[src/hdl/ring_buffer_deque_macros.svh]
// assertion macros for the ring buffer deque
`ifndef RING_BUFFER_DEQUE_MACROS_SVH
`define RING_BUFFER_DEQUE_MACROS_SVH

`ifndef SYNTHESIS

`define RBD_ASSERT_IMPLIES(label, clk, rst, cond, expr) \
  label: assert property (@(posedge clk) disable iff (rst) (cond) |-> (expr)) \
    else $error("deque assertion failed");

`define RBD_ASSERT_NEXT(label, clk, rst, cond, expr) \
  label: assert property (@(posedge clk) disable iff (rst) (cond) |=> (expr)) \
    else $error("deque assertion failed");

`else

`define RBD_ASSERT_IMPLIES(label, clk, rst, cond, expr)

`define RBD_ASSERT_NEXT(label, clk, rst, cond, expr)

`endif

`endif

[src/hdl/rbd_pkg.sv]
// shared types and codes for the ring buffer deque
`default_nettype none

package rbd_pkg;

  localparam int WORD_W = 32;
  localparam int KIND_W = 2;
  localparam int STATUS_W = 2;
  localparam int OCC_W = 11;
  localparam int CAP_W = 11;
  localparam logic [CAP_W-1:0] CAP_RESET = 11'd1024;

  localparam logic [KIND_W-1:0] KIND_PUSH_FRONT = 2'd0;
  localparam logic [KIND_W-1:0] KIND_PUSH_BACK  = 2'd1;
  localparam logic [KIND_W-1:0] KIND_POP_FRONT  = 2'd2;
  localparam logic [KIND_W-1:0] KIND_POP_BACK   = 2'd3;

  localparam logic [STATUS_W-1:0] ST_DONE  = 2'd0;
  localparam logic [STATUS_W-1:0] ST_FULL  = 2'd1;
  localparam logic [STATUS_W-1:0] ST_EMPTY = 2'd2;

  typedef logic signed [WORD_W-1:0] word_t;

  typedef struct packed {
    logic  push;
    logic  at_front;
    word_t value;
  } op_t;

endpackage

`default_nettype wire

[src/hdl/rbd_front.sv]
// front end: decodes incoming words and queues them for the back end
`default_nettype none

module rbd_front (
  input  wire logic                       clk,
  input  wire logic                       rst,
  input  wire logic                       start,
  output logic                            busy,
  input  wire logic [rbd_pkg::KIND_W-1:0] kind,
  input  wire rbd_pkg::word_t             push_value,
  output logic                            op_valid,
  output rbd_pkg::op_t                    op
);
  import rbd_pkg::*;

  op_t        q [2];
  logic       wr_ptr;
  logic       rd_ptr;
  logic [1:0] fill;
  logic [1:0] fill_next;
  op_t        dec;
  logic       accept;

  always_comb begin
    dec.value = push_value;
    dec.push = 1'b0;
    dec.at_front = 1'b0;
    unique case (kind)
      KIND_PUSH_FRONT: begin
        dec.push = 1'b1;
        dec.at_front = 1'b1;
      end
      KIND_PUSH_BACK: begin
        dec.push = 1'b1;
        dec.at_front = 1'b0;
      end
      KIND_POP_FRONT: begin
        dec.push = 1'b0;
        dec.at_front = 1'b1;
      end
      KIND_POP_BACK: begin
        dec.push = 1'b0;
        dec.at_front = 1'b0;
      end
      default: begin
        dec.push = 1'b0;
        dec.at_front = 1'b0;
      end
    endcase
  end

  assign busy = (fill == 2'd2);
  assign accept = start && !busy;
  assign op_valid = (fill != 2'd0);
  assign op = q[rd_ptr];

  // back end drains one word every cycle the queue holds one
  always_comb begin
    fill_next = fill;
    if (accept && !op_valid) begin
      fill_next = fill + 2'd1;
    end else if (!accept && op_valid) begin
      fill_next = fill - 2'd1;
    end
  end

  always_ff @(posedge clk) begin
    if (rst) begin
      wr_ptr <= 1'b0;
      rd_ptr <= 1'b0;
      fill <= 2'd0;
    end else begin
      fill <= fill_next;
      if (accept) begin
        wr_ptr <= ~wr_ptr;
      end
      if (op_valid) begin
        rd_ptr <= ~rd_ptr;
      end
    end
  end

  always_ff @(posedge clk) begin
    if (accept) begin
      q[wr_ptr] <= dec;
    end
  end

endmodule

`default_nettype wire

[config.mk]
export PLATFORM = sky130hd
export DESIGN_NAME = rbd_front
export DESIGN_NICKNAME = d
export VERILOG_FILES = /design/src/hdl/ring_buffer_deque_macros.svh /design/src/hdl/rbd_pkg.sv /design/src/hdl/rbd_front.sv
export SDC_FILE = /design/constraint.sdc
export NUM_CORES = 1
export LEC_CHECK = 0
export ABC_AREA = 1
export ABC_CLOCK_PERIOD_IN_PS = 7500
export BUFFER_PORTS_ARGS = -buffer_cell sky130_fd_sc_hd__buf_4
export CAP_MARGIN = 20
export CELL_PAD_IN_SITES_DETAIL_PLACEMENT = 2
export CELL_PAD_IN_SITES_GLOBAL_PLACEMENT = 2
export CORE_MARGIN = 8
export CORE_UTILIZATION = 42
export CTS_BUF_LIST = sky130_fd_sc_hd__clkbuf_8
export DETAILED_ROUTE_END_ITERATION = 8
export PLACE_DENSITY_LB_ADDON = 0.05
export SLEW_MARGIN = 20
export SYNTH_ARGS = -nofsm -noshare
export SYNTH_HDL_FRONTEND = slang
export SYNTH_SLANG_ARGS = --single-unit
[constraint.sdc]
create_clock -name clk -period 7.5 [get_ports clk]
set_clock_uncertainty 0.15 [all_clocks]
set_input_delay 0.75 -clock clk [delete_from_list [all_inputs] [get_ports clk]]
set_output_delay 0.75 -clock clk [all_outputs]
set_load 0.005 [all_outputs]
Yosys cells after proc, flatten, opt, wreduce, memory -nomap -nowiden
Memory sizes are Yosys's and may differ from the RTL's. A register that Yosys moved wholly into a read port is not among the register bits.
Index checks and enable logic that the tools add are counted.

word-level totals
  register bits after elaboration = 4
  memory bits (writable) = 68
  bits of input ports = 37
  output and inout port bits = 36
  logic and storage cells = 28
  memories kept = 1

cells by class
  add/sub/neg operators = 2
  equal/unequal tests = 4
  mux-type cells = 7
  bitwise operators = 2
  reduce and logical (&&, ||, !) cells = 9

memory list
  name  words  bits a word  rd ports  clocked after Yosys merged registers in  write ports  RTL line         source
  q     2      34           1         1                                        1            rbd_front.sv:16  op_t q [2];

operator list
  kind                                                                 count
  2-bit one-hot mux with 4 select lines                                1
  2-bit == test (second input constant)                                3
  1-bit 2-to-1 mux                                                     4
  2-bit 2-to-1 mux                                                     2
  2-bit nonzero test                                                   2
  1-bit logical AND                                                    3
  1-bit logical NOT                                                    3
  2-bit by 1-bit adder with 2-bit output (second input constant)       1
  2-bit by 1-bit == test with 1-bit output (second input constant)     1
  2-bit logical NOT                                                    1
  1-bit inverter                                                       2
  2-bit by 1-bit subtractor with 2-bit output (second input constant)  1

Logic depth before layout (Yosys ltp)
Gate-level depths: netlist of run 1.

  word-level depth = 7
  mapped depth = 10
  mapped depth without buffers = 10

Least setup slack after synthesis of run 1
OpenSTA, ideal clock, no wires.

  kind = input to register
  from = input start
  to = memory q[1][0] (netlist name), enable pin
  setup time = 0.425 ns
  data arrival time = 2.255 ns
  required time = 6.925 ns
  slack = 4.670 ns
  stages on the path = 2
  buffers on the path = 0
  path through = o21ai_2 -> nor2_1

on the way
  word-level cells in the longest chain between the ends = 3

ends and longest elaborated chain
  element                                 RTL line         source
  from (decl)                             rbd_front.sv:7   input wire logic start,
  1-bit logical AND                       rbd_front.sv:53  assign accept = start && !busy;
  1-bit 2-to-1 mux                        rbd_front.sv:84  if (accept) begin
  1-bit 2-to-1 mux (implied by the code)  rbd_front.sv:85  q[wr_ptr] <= dec;
  to (decl)                               rbd_front.sv:16

No other way between the ends.

==> impl_metrics.sql, run 1 <==
INSERT INTO impl_metrics (metric_group, metric, value, unit) VALUES
('run_status', 'run_status', 'finished, final reports clean', ''),
('critical_path', 'r2r_slack', '5.57', 'ns'),
('timing', 'max-slew-margin-rel', '31.1', '%'),
('power', 'power_frac_clock', '25.2', '%'),
('critical_path', 'critPathRequiredTime', '6.60', 'ns'),
('power', 'power.switching_fraction', '27.2', '%'),
('critical_path', 'startpoint_type', 'flip-flop', ''),
('global_routing', 'groute.usage.overall', '13.5', '%'),
('cells_and_area', 'final-instance-count-excl-fill', '307', ''),
('yosys', 'synthesis.area', '2860', 'sq um'),
('cells_and_area', 'post_route_cells_drive_above_1_share', '55.1', '%'),
('floorplan', 'chipHeight', '98.5', 'microns'),
('floorplan', 'std_cell_rows', '30', ''),
('yosys', 'post_synth_inst_count', '143', ''),
('yosys', 'syn-num-nets', '181', ''),
('clocking', 'tritoncts_num_sinks', '73', ''),
('yosys', 'asyncSetResetFlopFracSynth', '0', '%'),
('power', 'p_leak', '0.00147', 'uW'),
('routing', 'detail_route.drc_violations', '0', ''),
('timing', 'holdWs', '0.320', 'ns'),
('yosys', 'synth_enable_flop_cells', '68', ''),
('critical_path', 'end_kind', 'primary output', ''),
('power', 'seq_power_share', '45.9', '%'),
('yosys', 'synthFlopType', 'sky130_fd_sc_hd__edfxtp_1', ''),
('critical_path', 'criticalPathCategory', 'flip-flop to primary output', ''),
('power', 'cellInternalPower', '946', 'uW'),
('placement', 'port_buffers', '72', ''),
('clocking', 'cts_inserted_buffers', '9', ''),
('routing', 'ant_nets', '0', ''),
('critical_path', 'regToRegStartpoint', 'fill[0]', ''),
('placement', 'finalWeightedCongestion', '0.723', ''),
('timing', 'total_negative_slack', '0', 'ns'),
('clocking', 'tritoncts_clock_tree', 'built', ''),
('routing', 'detail_route.iter0.violations', '59', ''),
('clocking', 'cts-resized-gates', '0', ''),
('timing', 'achievable-frequency', '0.389', 'GHz'),
('routing', 'avgRoutedWirePerCell', '20.5', 'microns'),
('cells_and_area', 'finalNetCount', '260', ''),
('floorplan', 'coreArea', '6680', 'sq um'),
('timing', 'rsz0062_at_grt', 'no', ''),
('critical_path', 'ff2ff_path_depth', '2', ''),
('cells_and_area', 'area_growth', '27.9', '%'),
('yosys', 'synth_cell_types', '17', ''),
('cells_and_area', 'final_util', '54.7', '%'),
('critical_path', 'critPathArrivalTime', '1.67', 'ns'),
('yosys', 'synthesis.area_per_instance', '20.0', 'sq um'),
('cells_and_area', 'layout_commonest_cell', 'sky130_fd_sc_hd__buf_4', ''),
('clocking', 'worstSkewPairLatency', '0.33', 'ns'),
('timing', 'final-setup-viol-count', '0', ''),
('run', 'maximum_capacitance_violations', '0', ''),
('clocking', 'hold_buffers', '0', ''),
('floorplan', 'initial_utilization', '42.8', '%'),
('global_routing', 'overflow', '0', ''),
('timing', 'tightest_slew', '1.03', 'ns'),
('timing', 'report.final.slew_viol_count', '0', ''),
('yosys', 'ys_seq_area_share', '75.0', '%'),
('yosys', 'ys.warnings.count', '0', ''),
('timing', 'post-route-min-period', '2.57', 'ns'),
('critical_path', 'worst-path-max-fanout', '34', ''),
('clocking', 'cts_htree_levels', '3', ''),
('routing', 'detail_route.first_pass.iterations', '4', ''),
('power', 'power_per_cell_area', '356', 'nW/um^2'),
('clocking', 'cts_buffer_depth', '2', ''),
('power', 'power.switching', '354', 'uW'),
('floorplan', 'fp.dieArea', '9700', 'sq um'),
('floorplan', 'ioPinCount', '73', ''),
('clocking', 'root_buffer', 'sky130_fd_sc_hd__clkbuf_8', ''),
('yosys', 'ys_seq_elements', '73', ''),
('global_routing', 'grt_first_pass_wirelength', '9.83', 'mm'),
('timing', 'final-hold-violation-count', '0', ''),
('routing', 'postRouteWirelength', '6.31', 'mm');
[cells by family (layout without fill, tap and decap cells)]
family | after synthesis | after routing | share of synthesized area [%]
compound gates | 7 | 7 | 1.36
fa+ha+maj | 1 | 1 | 0.438
buf+inv | 15 | 99 | 3.94
flops | 73 | 73 | 75.0
mux | 34 | 34 | 17.3
simple gates | 13 | 13 | 1.93
[Yosys cell counts (2+ instances only)]
| master | number | area, sq um |
|---|---|---|
| sky130_fd_sc_hd__nor2_1 | 6 | 22.5 |
| sky130_fd_sc_hd__a21oi_1 | 3 | 15.0 |
| sky130_fd_sc_hd__mux2_4 | 30 | 450 |
| sky130_fd_sc_hd__edfxtp_1 | 68 | 2040 |
| sky130_fd_sc_hd__dfxtp_1 | 5 | 100 |
| sky130_fd_sc_hd__mux2_2 | 4 | 45.0 |
| sky130_fd_sc_hd__o21ai_0 | 2 | 10.0 |
| sky130_fd_sc_hd__buf_12 | 3 | 60.1 |
| sky130_fd_sc_hd__nand2_1 | 4 | 15.0 |
| sky130_fd_sc_hd__inv_1 | 11 | 41.3 |
[routing by layer]
metal  up-vias  share of wire [%]  global-route usage [%]  wire length [microns]
li1        693                  -                       -                      -
met1       753                 38                    14.1                   2380
met2        49                 55                    23.9                   3440
met3        10                6.3                    5.14                    399
met4         0                1.3                    5.67                     84
met5         -                  0                       0                      0
[critical path, stage by stage, from the launching register on]
cell and delay, ns:
sky130_fd_sc_hd__dfxtp_4 0.78, sky130_fd_sc_hd__mux2_2 0.42, sky130_fd_sc_hd__buf_4 0.14
[cell type report]
cell class / count / area, sq um
Sequential cell: 73 / 2150
Clock buffer: 9 / 124
Timing Repair Buffer: 72 / 541
Inverter: 11 / 41.3
Clock inverter: 7 / 86.3
Fill cell: 600 / 3030
Multi-Input combinational cell: 55 / 617
Tap cell: 80 / 100
[power groups by stage]
stage / clock, uW / sequential (uW) / combinational, uW
3_5_place_dp: 0 / 605 / 389
6_report: 327 / 596 / 376
5_1_grt: 354 / 607 / 405
2_1_floorplan: 0 / 547 / 281
3_3_place_gp: 0 / 595 / 368
4_1_cts: 339 / 597 / 393
[per-stage QoR]
stage               power, uW  setup WS [ns]  area [sq um]
floorplan                 828           4.67          2860
global placement          963           4.99          3440
detailed placement        994           4.91          3440
CTS                      1330           4.53          3650
global route             1370           4.84          3650
finish                   1300           4.93          3650
[state kept, by name, summed over array words and instances (netlist names), named ones only]
register and flops:
wr_ptr 1, q 68, fill 2, rd_ptr 1
[worst max-delay path by stage]
| stage | startpoint | endpoint | slack, ns | depth (start not counted) |
|---|---|---|---|---|
| after floorplan | start | q[1][0] | 4.67 | 2 |
| after global placement | flip-flop | op[30] | 4.99 | 2 |
| after detailed placement | flip-flop | op[32] | 4.91 | 2 |
| after CTS | flip-flop | op[32] | 4.53 | 2 |
| after global routing | flip-flop | op[32] | 4.84 | 2 |
| final | flip-flop | op[32] | 4.93 | 2 |
(Power assumes the default switching activity.)
==> run 2, diff against run 1 <==
--- a/config.mk
+++ b/config.mk
@@ -5,14 +5,14 @@
 export SDC_FILE = /design/constraint.sdc
 export NUM_CORES = 1
 export LEC_CHECK = 0
-export ABC_AREA = 1
-export ABC_CLOCK_PERIOD_IN_PS = 7500
+export ABC_AREA = 0
+export ABC_CLOCK_PERIOD_IN_PS = 2500
 export BUFFER_PORTS_ARGS = -buffer_cell sky130_fd_sc_hd__buf_4
 export CAP_MARGIN = 20
 export CELL_PAD_IN_SITES_DETAIL_PLACEMENT = 2
 export CELL_PAD_IN_SITES_GLOBAL_PLACEMENT = 2
 export CORE_MARGIN = 8
-export CORE_UTILIZATION = 42
+export CORE_UTILIZATION = 38
 export CTS_BUF_LIST = sky130_fd_sc_hd__clkbuf_8
 export DETAILED_ROUTE_END_ITERATION = 8
 export PLACE_DENSITY_LB_ADDON = 0.05
==> constraint.sdc (replaced) <==
create_clock -name clk -period 2.5 [get_ports clk]
set_clock_uncertainty 0.15 [all_clocks]
set_input_delay 0.25 -clock clk [delete_from_list [all_inputs] [get_ports clk]]
set_output_delay 0.25 -clock clk [all_outputs]
set_load 0.005 [all_outputs]
==> run 2 against run 1 <==
Critical path depth rose by 1. Sequential power grew to 2.7 times the previous value. Combinational power grew to 2.5 times the previous value. Non-clock buffer count grew 36. Largest cell class unchanged. Largest power group unchanged. Highest routed layer unchanged.
==> impl_metrics.sql, run 2 <==
INSERT INTO impl_metrics (metric_group, metric, value, unit) VALUES
('global_routing', 'grt_start_max_net_pins', '35', ''),
('cells_and_area', 'footprint_of_the_multi_input_gates', '489', 'sq um'),
('power', 'power.switching', '906', 'uW'),
('yosys', 'synthesis.area_per_instance', '20.1', 'sq um'),
('cells_and_area', 'post_route_cells_drive_above_1_share', '49.4', '%'),
('clocking', 'root_buffer', 'sky130_fd_sc_hd__clkbuf_8', ''),
('yosys', 'ys_seq_area_share', '80.3', '%'),
('timing', 'tightest_slew', '0.484', 'ns'),
('cells_and_area', 'largest_registers', 'q: 68 flops, fill: 2 flops', ''),
('timing', 'rsz0062_at_grt', 'no', ''),
('global_routing', 'overflow', '0', ''),
('power', 'seq_power_share', '45.3', '%'),
('cells_and_area', 'stdcell_area', '3870', 'sq um'),
('yosys', 'synth_top_cells_by_count', 'sky130_fd_sc_hd__edfxtp_1, sky130_fd_sc_hd__mux2_2, sky130_fd_sc_hd__dfxtp_1, sky130_fd_sc_hd__inv_1, sky130_fd_sc_hd__nor2_1', ''),
('cells_and_area', 'most_flops_register', 'q', ''),
('clocking', 'cts_inserted_buffers', '9', ''),
('yosys', 'synthFlopType', 'sky130_fd_sc_hd__edfxtp_1', ''),
('cells_and_area', 'final_util', '57.0', '%'),
('power', 'power_per_cell_area', '910', 'nW/um^2'),
('timing', 'post-route-min-period', '2.02', 'ns'),
('power', 'p_comb_share', '27.1', '%'),
('power', 'p_leak', '0.00149', 'uW'),
('floorplan', 'die-width', '99.8', 'microns'),
('cells_and_area', 'diodes', '0', ''),
('floorplan', 'fp.dieArea', '9960', 'sq um'),
('routing', 'postRouteWirelength', '6.78', 'mm'),
('placement', 'port_buffers', '72', ''),
('floorplan', 'initial_utilization', '39.3', '%'),
('yosys', 'yosysTopAreaCell', 'sky130_fd_sc_hd__edfxtp_1', ''),
('timing', 'achievable-frequency', '0.496', 'GHz'),
('cells_and_area', 'regArea', '2140', 'sq um'),
('yosys', 'post_synth_inst_count', '133', ''),
('critical_path', 'end_kind', 'primary output', ''),
('global_routing', 'groute.usage.overall', '14.4', '%'),
('critical_path', 'criticalPathCategory', 'flip-flop to primary output', ''),
('routing', 'detail_route.iter0.violations', '31', ''),
('routing', 'detail_route.first_pass.iterations', '4', ''),
('yosys', 'synth_cell_types', '13', ''),
('run', 'maximum_capacitance_violations', '0', ''),
('cells_and_area', 'finalNetCount', '286', ''),
('yosys', 'ys.warnings.count', '0', ''),
('timing', 'total_negative_slack', '0', 'ns'),
('global_routing', 'via_count_of_the_first_global_routing_pass', '1874', ''),
('floorplan', 'ioPinCount', '73', ''),
('placement', 'place.detailed.hpwl', '4.30', 'mm'),
('clocking', 'tritoncts_clock_tree', 'built', ''),
('yosys', 'post_synth_main_area_contributors', 'sky130_fd_sc_hd__edfxtp_1, sky130_fd_sc_hd__mux2_2, sky130_fd_sc_hd__dfxtp_1', ''),
('placement', 'place_worst_setup_slack', '0.625', 'ns'),
('global_routing', 'initial_antenna_violation_count', '0', ''),
('routing', 'num_vias', '1573', ''),
('yosys', 'synthesis.area', '2670', 'sq um'),
('clocking', 'cts_htree_levels', '3', ''),
('floorplan', 'coreArea', '6790', 'sq um'),
('timing', 'report.final.slew_viol_count', '0', ''),
('critical_path', 'worst-path-max-fanout', '34', ''),
('cells_and_area', 'largest_register_ff_count', '68', ''),
('clocking', 'cts_buffer_depth', '2', ''),
('timing', 'max-slew-margin-rel', '67.7', '%'),
('routing', 'vias_per_cell', '4.51', ''),
('yosys', 'netlist.area_leader.share', '76.5', '%'),
('clocking', 'worstSkewPairLatency', '0.33', 'ns'),
('yosys', 'asyncSetResetFlopFracSynth', '0', '%'),
('yosys', 'synth_enable_flop_cells', '68', ''),
('yosys', 'syn-num-nets', '171', ''),
('cells_and_area', 'layout_commonest_cell', 'sky130_fd_sc_hd__buf_4', ''),
('cells_and_area', 'num-fill-cells', '599', ''),
('placement', 'finalWeightedCongestion', '0.679', ''),
('clocking', 'tritoncts_num_sinks', '73', ''),
('clocking', 'cts-resized-gates', '0', ''),
('critical_path', 'critPathArrivalTime', '1.62', 'ns'),
('power', 'cellInternalPower', '2620', 'uW'),
('hold_path', 'holdCritPathClass', 'primary input to flip-flop', ''),
('power', 'power.ir.vdd_worst', '0.612', 'mV'),
('routing', 'ant_nets', '0', ''),
('cells_and_area', 'layout_common_cells', 'sky130_fd_sc_hd__buf_4, sky130_fd_sc_hd__edfxtp_1, sky130_fd_sc_hd__mux2_2', ''),
('cells_and_area', 'area_growth', '45.1', '%'),
('power', 'power.switching_fraction', '25.7', '%'),
('routing', 'detail_route.drc_violations', '0', ''),
('global_routing', 'grt_first_pass_wirelength', '10.6', 'mm'),
('floorplan', 'std_cell_rows', '30', ''),
('critical_path', 'startpoint_type', 'flip-flop', ''),
('clocking', 'clk_transition_reported_paths', '0.08', 'ns'),
('power', 'power_frac_clock', '27.6', '%'),
('run_status', 'run_status', 'finished, final reports clean', ''),
('critical_path', 'critPathRequiredTime', '2.10', 'ns'),
('floorplan', 'chipHeight', '99.8', 'microns'),
('routing', 'avgRoutedWirePerCell', '19.4', 'microns'),
('yosys', 'ys_seq_elements', '73', ''),
('placement', 'placed_area', '3330', 'sq um'),
('timing', 'final-hold-violation-count', '0', ''),
('yosys', 'post-synth-top-count-cell', 'sky130_fd_sc_hd__edfxtp_1', ''),
('timing', 'finalCritPeriodShare', '80.7', '%'),
('timing', 'postLayoutSetupSlackWorst', '0.483', 'ns'),
('timing', 'final-setup-viol-count', '0', '');
-- run 2: power by group through the flow --
stage	clock network (uW)	registers [uW]	logic (uW)
3_3_place_gp	0	1600	882
5_1_grt	1040	1620	1040
6_report	973	1600	954
4_1_cts	997	1600	973
3_5_place_dp	0	1630	924
2_1_floorplan	0	1600	460
-- run 2: cells by family after synthesis --
kind of cell / count (synthesis) / synth area share (%)
multiplexers: 34 / 14.3
flip-flops: 73 / 80.3
buffers and inverters: 9 / 1.45
AND/OR/NAND/NOR: 9 / 1.73
XOR/XNOR: 3 / 0.985
AO/OA/AOI/OAI: 4 / 0.750
adder cells (fa/ha/maj): 1 / 0.469
-- run 2: cell type report --
cell class | count | area share (%)
repair buffers | 108 | 23.1
well taps | 96 | 3.10
multi-input cells | 51 | 12.6
flip-flops and latches | 73 | 55.3
clock buffers | 9 | 3.20
clock inverters | 7 | 2.20
inverters | 5 | 0.484
-- run 2: metal layers --
layer	part of all wire, %	vias up	track usage [%]
met2	55	52	25.8
met1	38	781	15.4
li1	-	734	-
met3	6.2	6	4.43
met4	0.59	0	5.59
met5	0	-	0
-- run 2: final timing paths --
check                           startpoint   endpoint  slack (ns)  cells past startpoint
worst min register to register      rd_ptr  flip-flop        0.37                      2
worst min-delay path               kind[0]   q[0][32]        0.05                      2
worst max register to register     fill[0]   q[0][14]        0.62                      4
worst max-delay path             flip-flop     op[28]        0.48                      3
-- run 2: metrics by stage --
stage          hold slack [ns]  instances  power [uW]
2_1_floorplan            0.169        133        2060
3_3_place_gp             0.285        300        2480
3_5_place_dp             0.288        300        2550
4_1_cts                 0.0357        349        3570
5_1_grt                 0.0384        349        3700
6_report                0.0485        349        3520
-- run 2: critical path, cell delays in order (launching register included) --
cell and delay [ns]:
sky130_fd_sc_hd__dfxtp_2 0.32, sky130_fd_sc_hd__buf_4 0.39, sky130_fd_sc_hd__mux2_2 0.40, sky130_fd_sc_hd__buf_4 0.14
-- run 2: repair_timing --
| item | 4_1_cts | 5_1_grt |
|---|---|---|
| buffers inserted | 0 | 0 |
| hold endpoints to repair | 69 | 0 |
| hold buffers | 33 | 0 |
==> run 3, diff against run 2 <==
--- a/config.mk
+++ b/config.mk
@@ -5,14 +5,14 @@
 export SDC_FILE = /design/constraint.sdc
 export NUM_CORES = 1
 export LEC_CHECK = 0
-export ABC_AREA = 0
-export ABC_CLOCK_PERIOD_IN_PS = 2500
+export ABC_AREA = 1
+export ABC_CLOCK_PERIOD_IN_PS = 2070
 export BUFFER_PORTS_ARGS = -buffer_cell sky130_fd_sc_hd__buf_4
 export CAP_MARGIN = 20
 export CELL_PAD_IN_SITES_DETAIL_PLACEMENT = 2
 export CELL_PAD_IN_SITES_GLOBAL_PLACEMENT = 2
 export CORE_MARGIN = 8
-export CORE_UTILIZATION = 38
+export CORE_UTILIZATION = 39
 export CTS_BUF_LIST = sky130_fd_sc_hd__clkbuf_8
 export DETAILED_ROUTE_END_ITERATION = 8
 export PLACE_DENSITY_LB_ADDON = 0.05
==> constraint.sdc (replaced) <==
create_clock -name clk -period 2.07 [get_ports clk]
set_clock_uncertainty 0.15 [all_clocks]
set_input_delay 0.207 -clock clk [delete_from_list [all_inputs] [get_ports clk]]
set_output_delay 0.207 -clock clk [all_outputs]
set_load 0.005 [all_outputs]
==> run 3 against run 2 <==
Sequential power rose by 24%. Global-route usage up 0.13 points. Via count is 4.3% higher. Total power up 45%. Combinational power grew 71%. Register-to-register slack got worse by 0.49 ns. Critical path depth is 1 lower. Critical path type is now flip-flop to flip-flop. Cell count grew 4.0%. Core utilization up 0.072 points.
==> impl_metrics.sql, run 3 (synthesis results as in run 1) <==
INSERT INTO impl_metrics (metric_group, metric, value, unit) VALUES
('floorplan', 'coreArea', '7180', 'sq um'),
('power', 'power_per_cell_area', '1250', 'nW/um^2'),
('critical_path', 'worst-path-max-fanout', '34', ''),
('cells_and_area', 'finalNetCount', '297', ''),
('critical_path', 'criticalPathCategory', 'flip-flop to flip-flop', ''),
('critical_path', 'critPathArrivalTime', '1.76', 'ns'),
('timing', 'achievable-frequency', '0.514', 'GHz'),
('critical_path', 'end_kind', 'flip-flop', ''),
('clocking', 'clk_transition_reported_paths', '0.08', 'ns'),
('placement', 'place.detailed.hpwl', '4.61', 'mm'),
('critical_path', 'endpoint_of_the_worst_slack_reg_to_reg_timing_path', 'q[0][7]', ''),
('clocking', 'worstSkewPairLatency', '0.34', 'ns'),
('cells_and_area', 'largest_registers', 'q: 68 flops, fill: 2 flops', ''),
('placement', 'finalWeightedCongestion', '0.638', ''),
('hold_path', 'worst_hold_startpoint', 'start', ''),
('global_routing', 'groute.usage.overall', '14.5', '%'),
('cells_and_area', 'largest_register_ff_count', '68', ''),
('power', 'p_leak', '0.00165', 'uW'),
('critical_path', 'critical-path-slowest-cell', 'sky130_fd_sc_hd__nor2_4', ''),
('global_routing', 'grt_first_pass_wirelength', '10.8', 'mm'),
('routing', 'vias_per_cell', '4.52', ''),
('critical_path', 'crit_buf_inv', '0', ''),
('critical_path', 'startpoint_type', 'flip-flop', ''),
('routing', 'detail_route.first_pass.iterations', '4', ''),
('floorplan', 'fp.dieArea', '10300', 'sq um'),
('routing', 'num_vias', '1640', ''),
('global_routing', 'overflow', '0', ''),
('hold_path', 'timing.hold.worst_path_depth', '4', ''),
('routing', 'ant_nets', '0', ''),
('timing', 'rsz0062_at_grt', 'no', ''),
('cells_and_area', 'num-fill-cells', '613', ''),
('timing', 'final-setup-viol-count', '0', ''),
('power', 'power.ir.vdd_worst', '0.599', 'mV'),
('placement', 'placed_area', '3480', 'sq um'),
('clocking', 'tritoncts_clock_tree', 'built', ''),
('clocking', 'cts_buffer_depth', '2', ''),
('timing', 'report.final.slew_viol_count', '0', ''),
('floorplan', 'chipHeight', '102', 'microns'),
('routing', 'detail_route.drc_violations', '0', ''),
('power', 'design_power_total', '5110', 'uW'),
('placement', 'port_buffers', '72', ''),
('routing', 'postRouteWirelength', '7.22', 'mm'),
('timing', 'tightest_slew', '1.04', 'ns'),
('clocking', 'cts_htree_levels', '3', ''),
('critical_path', 'worst_path_largest_cell_delay', '0.80', 'ns'),
('cells_and_area', 'post_route_cells_drive_above_1_share', '48.9', '%'),
('cells_and_area', 'layout_common_cells', 'sky130_fd_sc_hd__buf_4, sky130_fd_sc_hd__edfxtp_1, sky130_fd_sc_hd__dlygate4sd3_1', ''),
('cells_and_area', 'layout_commonest_cell', 'sky130_fd_sc_hd__buf_4', ''),
('run', 'maximum_capacitance_violations', '0', ''),
('global_routing', 'grt_start_max_net_pins', '35', ''),
('critical_path', 'crit_chain', 'o21ai_2 -> nor2_4', ''),
('critical_path', 'ff2ff_path_depth', '2', ''),
('floorplan', 'die-width', '102', 'microns'),
('hold_path', 'hold_path_end', 'wr_ptr', ''),
('cells_and_area', 'diodes', '0', ''),
('clocking', 'tritoncts_num_sinks', '73', ''),
('critical_path', 'crit_family', 'simple AND/OR/NAND/NOR gates', ''),
('routing', 'avgRoutedWirePerCell', '19.9', 'microns'),
('floorplan', 'ioPinCount', '73', ''),
('routing', 'detail_route.iter0.violations', '40', ''),
('clocking', 'cts_inserted_buffers', '9', ''),
('timing', 'finalCritPeriodShare', '93.9', '%'),
('run_status', 'run_status', 'finished, final reports clean', ''),
('critical_path', 'critPathRequiredTime', '1.88', 'ns'),
('floorplan', 'initial_utilization', '39.8', '%'),
('timing', 'total_negative_slack', '0', 'ns'),
('critical_path', 'regToRegStartpoint', 'fill[0]', ''),
('timing', 'post-route-min-period', '1.94', 'ns'),
('cells_and_area', 'area_growth', '43.4', '%'),
('timing', 'max-slew-margin-rel', '30.3', '%'),
('cells_and_area', 'most_flops_register', 'q', ''),
('clocking', 'postCtsSetupBuffers', '0', ''),
('cells_and_area', 'stdcell_area', '4100', 'sq um'),
('clocking', 'root_buffer', 'sky130_fd_sc_hd__clkbuf_8', ''),
('timing', 'final-hold-violation-count', '0', ''),
('global_routing', 'initial_antenna_violation_count', '0', ''),
('critical_path', 'r2r_slack', '0.13', 'ns'),
('hold_path', 'holdCritPathClass', 'primary input to flip-flop', ''),
('floorplan', 'std_cell_rows', '31', ''),
('global_routing', 'via_count_of_the_first_global_routing_pass', '1937', '');
run 3: changes by cell type in the layout (fill, tap and decap cells not counted), moves of 3 or more:
| cell | before | now |
|---|---|---|
| sky130_fd_sc_hd__mux2_4 | 0 | 30 |
| sky130_fd_sc_hd__mux2_2 | 34 | 4 |
| sky130_fd_sc_hd__xor2_1 | 3 | 0 |
| sky130_fd_sc_hd__inv_1 | 6 | 11 |
| sky130_fd_sc_hd__nand2_1 | 0 | 4 |
run 3: repair_timing:
| item | CTS | global route |
|---|---|---|
| endpoints found under the hold margin | 70 | 0 |
| hold buffers | 35 | 0 |
| gates resized for setup | 0 | 0 |
run 3: metal layers:
layer | vias to the layer above | GRT usage (%) | routed length [microns]
li1 | 765 | - | -
met1 | 820 | 13.7 | 2550
met2 | 47 | 27.8 | 4140
met3 | 8 | 4.81 | 434
met4 | 0 | 5.84 | 89
met5 | - | 0 | 0
run 3: how the worst max path moves through the flow:
stage / from / end / slack [ns] / cells after the start
floorplan: fill[0] / q[1][0] / -0.44 / 2
global placement: fill[0] / q[1][24] / 0.23 / 2
detailed placement: fill[0] / q[0][25] / 0.11 / 2
CTS: fill[0] / q[0][20] / 0.07 / 2
global route: fill[0] / q[0][33] / 0.005 / 2
finish: fill[0] / q[0][7] / 0.13 / 2
run 3: final cells by class:
cell class / instances / area, sq um / share of cell area, %
repair buffers: 109 / 906 / 22.1
well taps: 99 / 124 / 3.02
multi-input cells: 55 / 617 / 15.1
inverters: 11 / 41.3 / 1.01
clock buffers: 9 / 124 / 3.02
clock inverters: 7 / 141 / 3.45
flip-flops and latches: 73 / 2140 / 52.3
run 3: stage by stage:
| stage | worst slack (ns) | cells | hold slack (ns) | utilization [%] |
|---|---|---|---|---|
| 3_3_place_gp | 0.226 | 312 | 0.242 | 48.5 |
| 4_1_cts | 0.0747 | 363 | 0.120 | 57.1 |
| 2_1_floorplan | -0.440 | 143 | 0.156 | - |
| 5_1_grt | 0.00458 | 363 | 0.162 | 57.1 |
| 6_report | 0.126 | 363 | 0.159 | 57.1 |
| 3_5_place_dp | 0.108 | 312 | 0.245 | 48.5 |
run 3: worst min-delay path: stages:
cell	delay [ns]
sky130_fd_sc_hd__buf_4	0.08
sky130_fd_sc_hd__o21ai_2	0.10
sky130_fd_sc_hd__o21ai_0	0.17
sky130_fd_sc_hd__nor2_1	0.05
run 3: where the power goes:
part	leakage (uW)	switching [uW]	internal [uW]	total, uW
registers	0.000676	98.0	1890	1990
clock network	0.000130	559	925	1480
logic	0.000842	707	927	1630
total	0.00165	1360	3740	5110
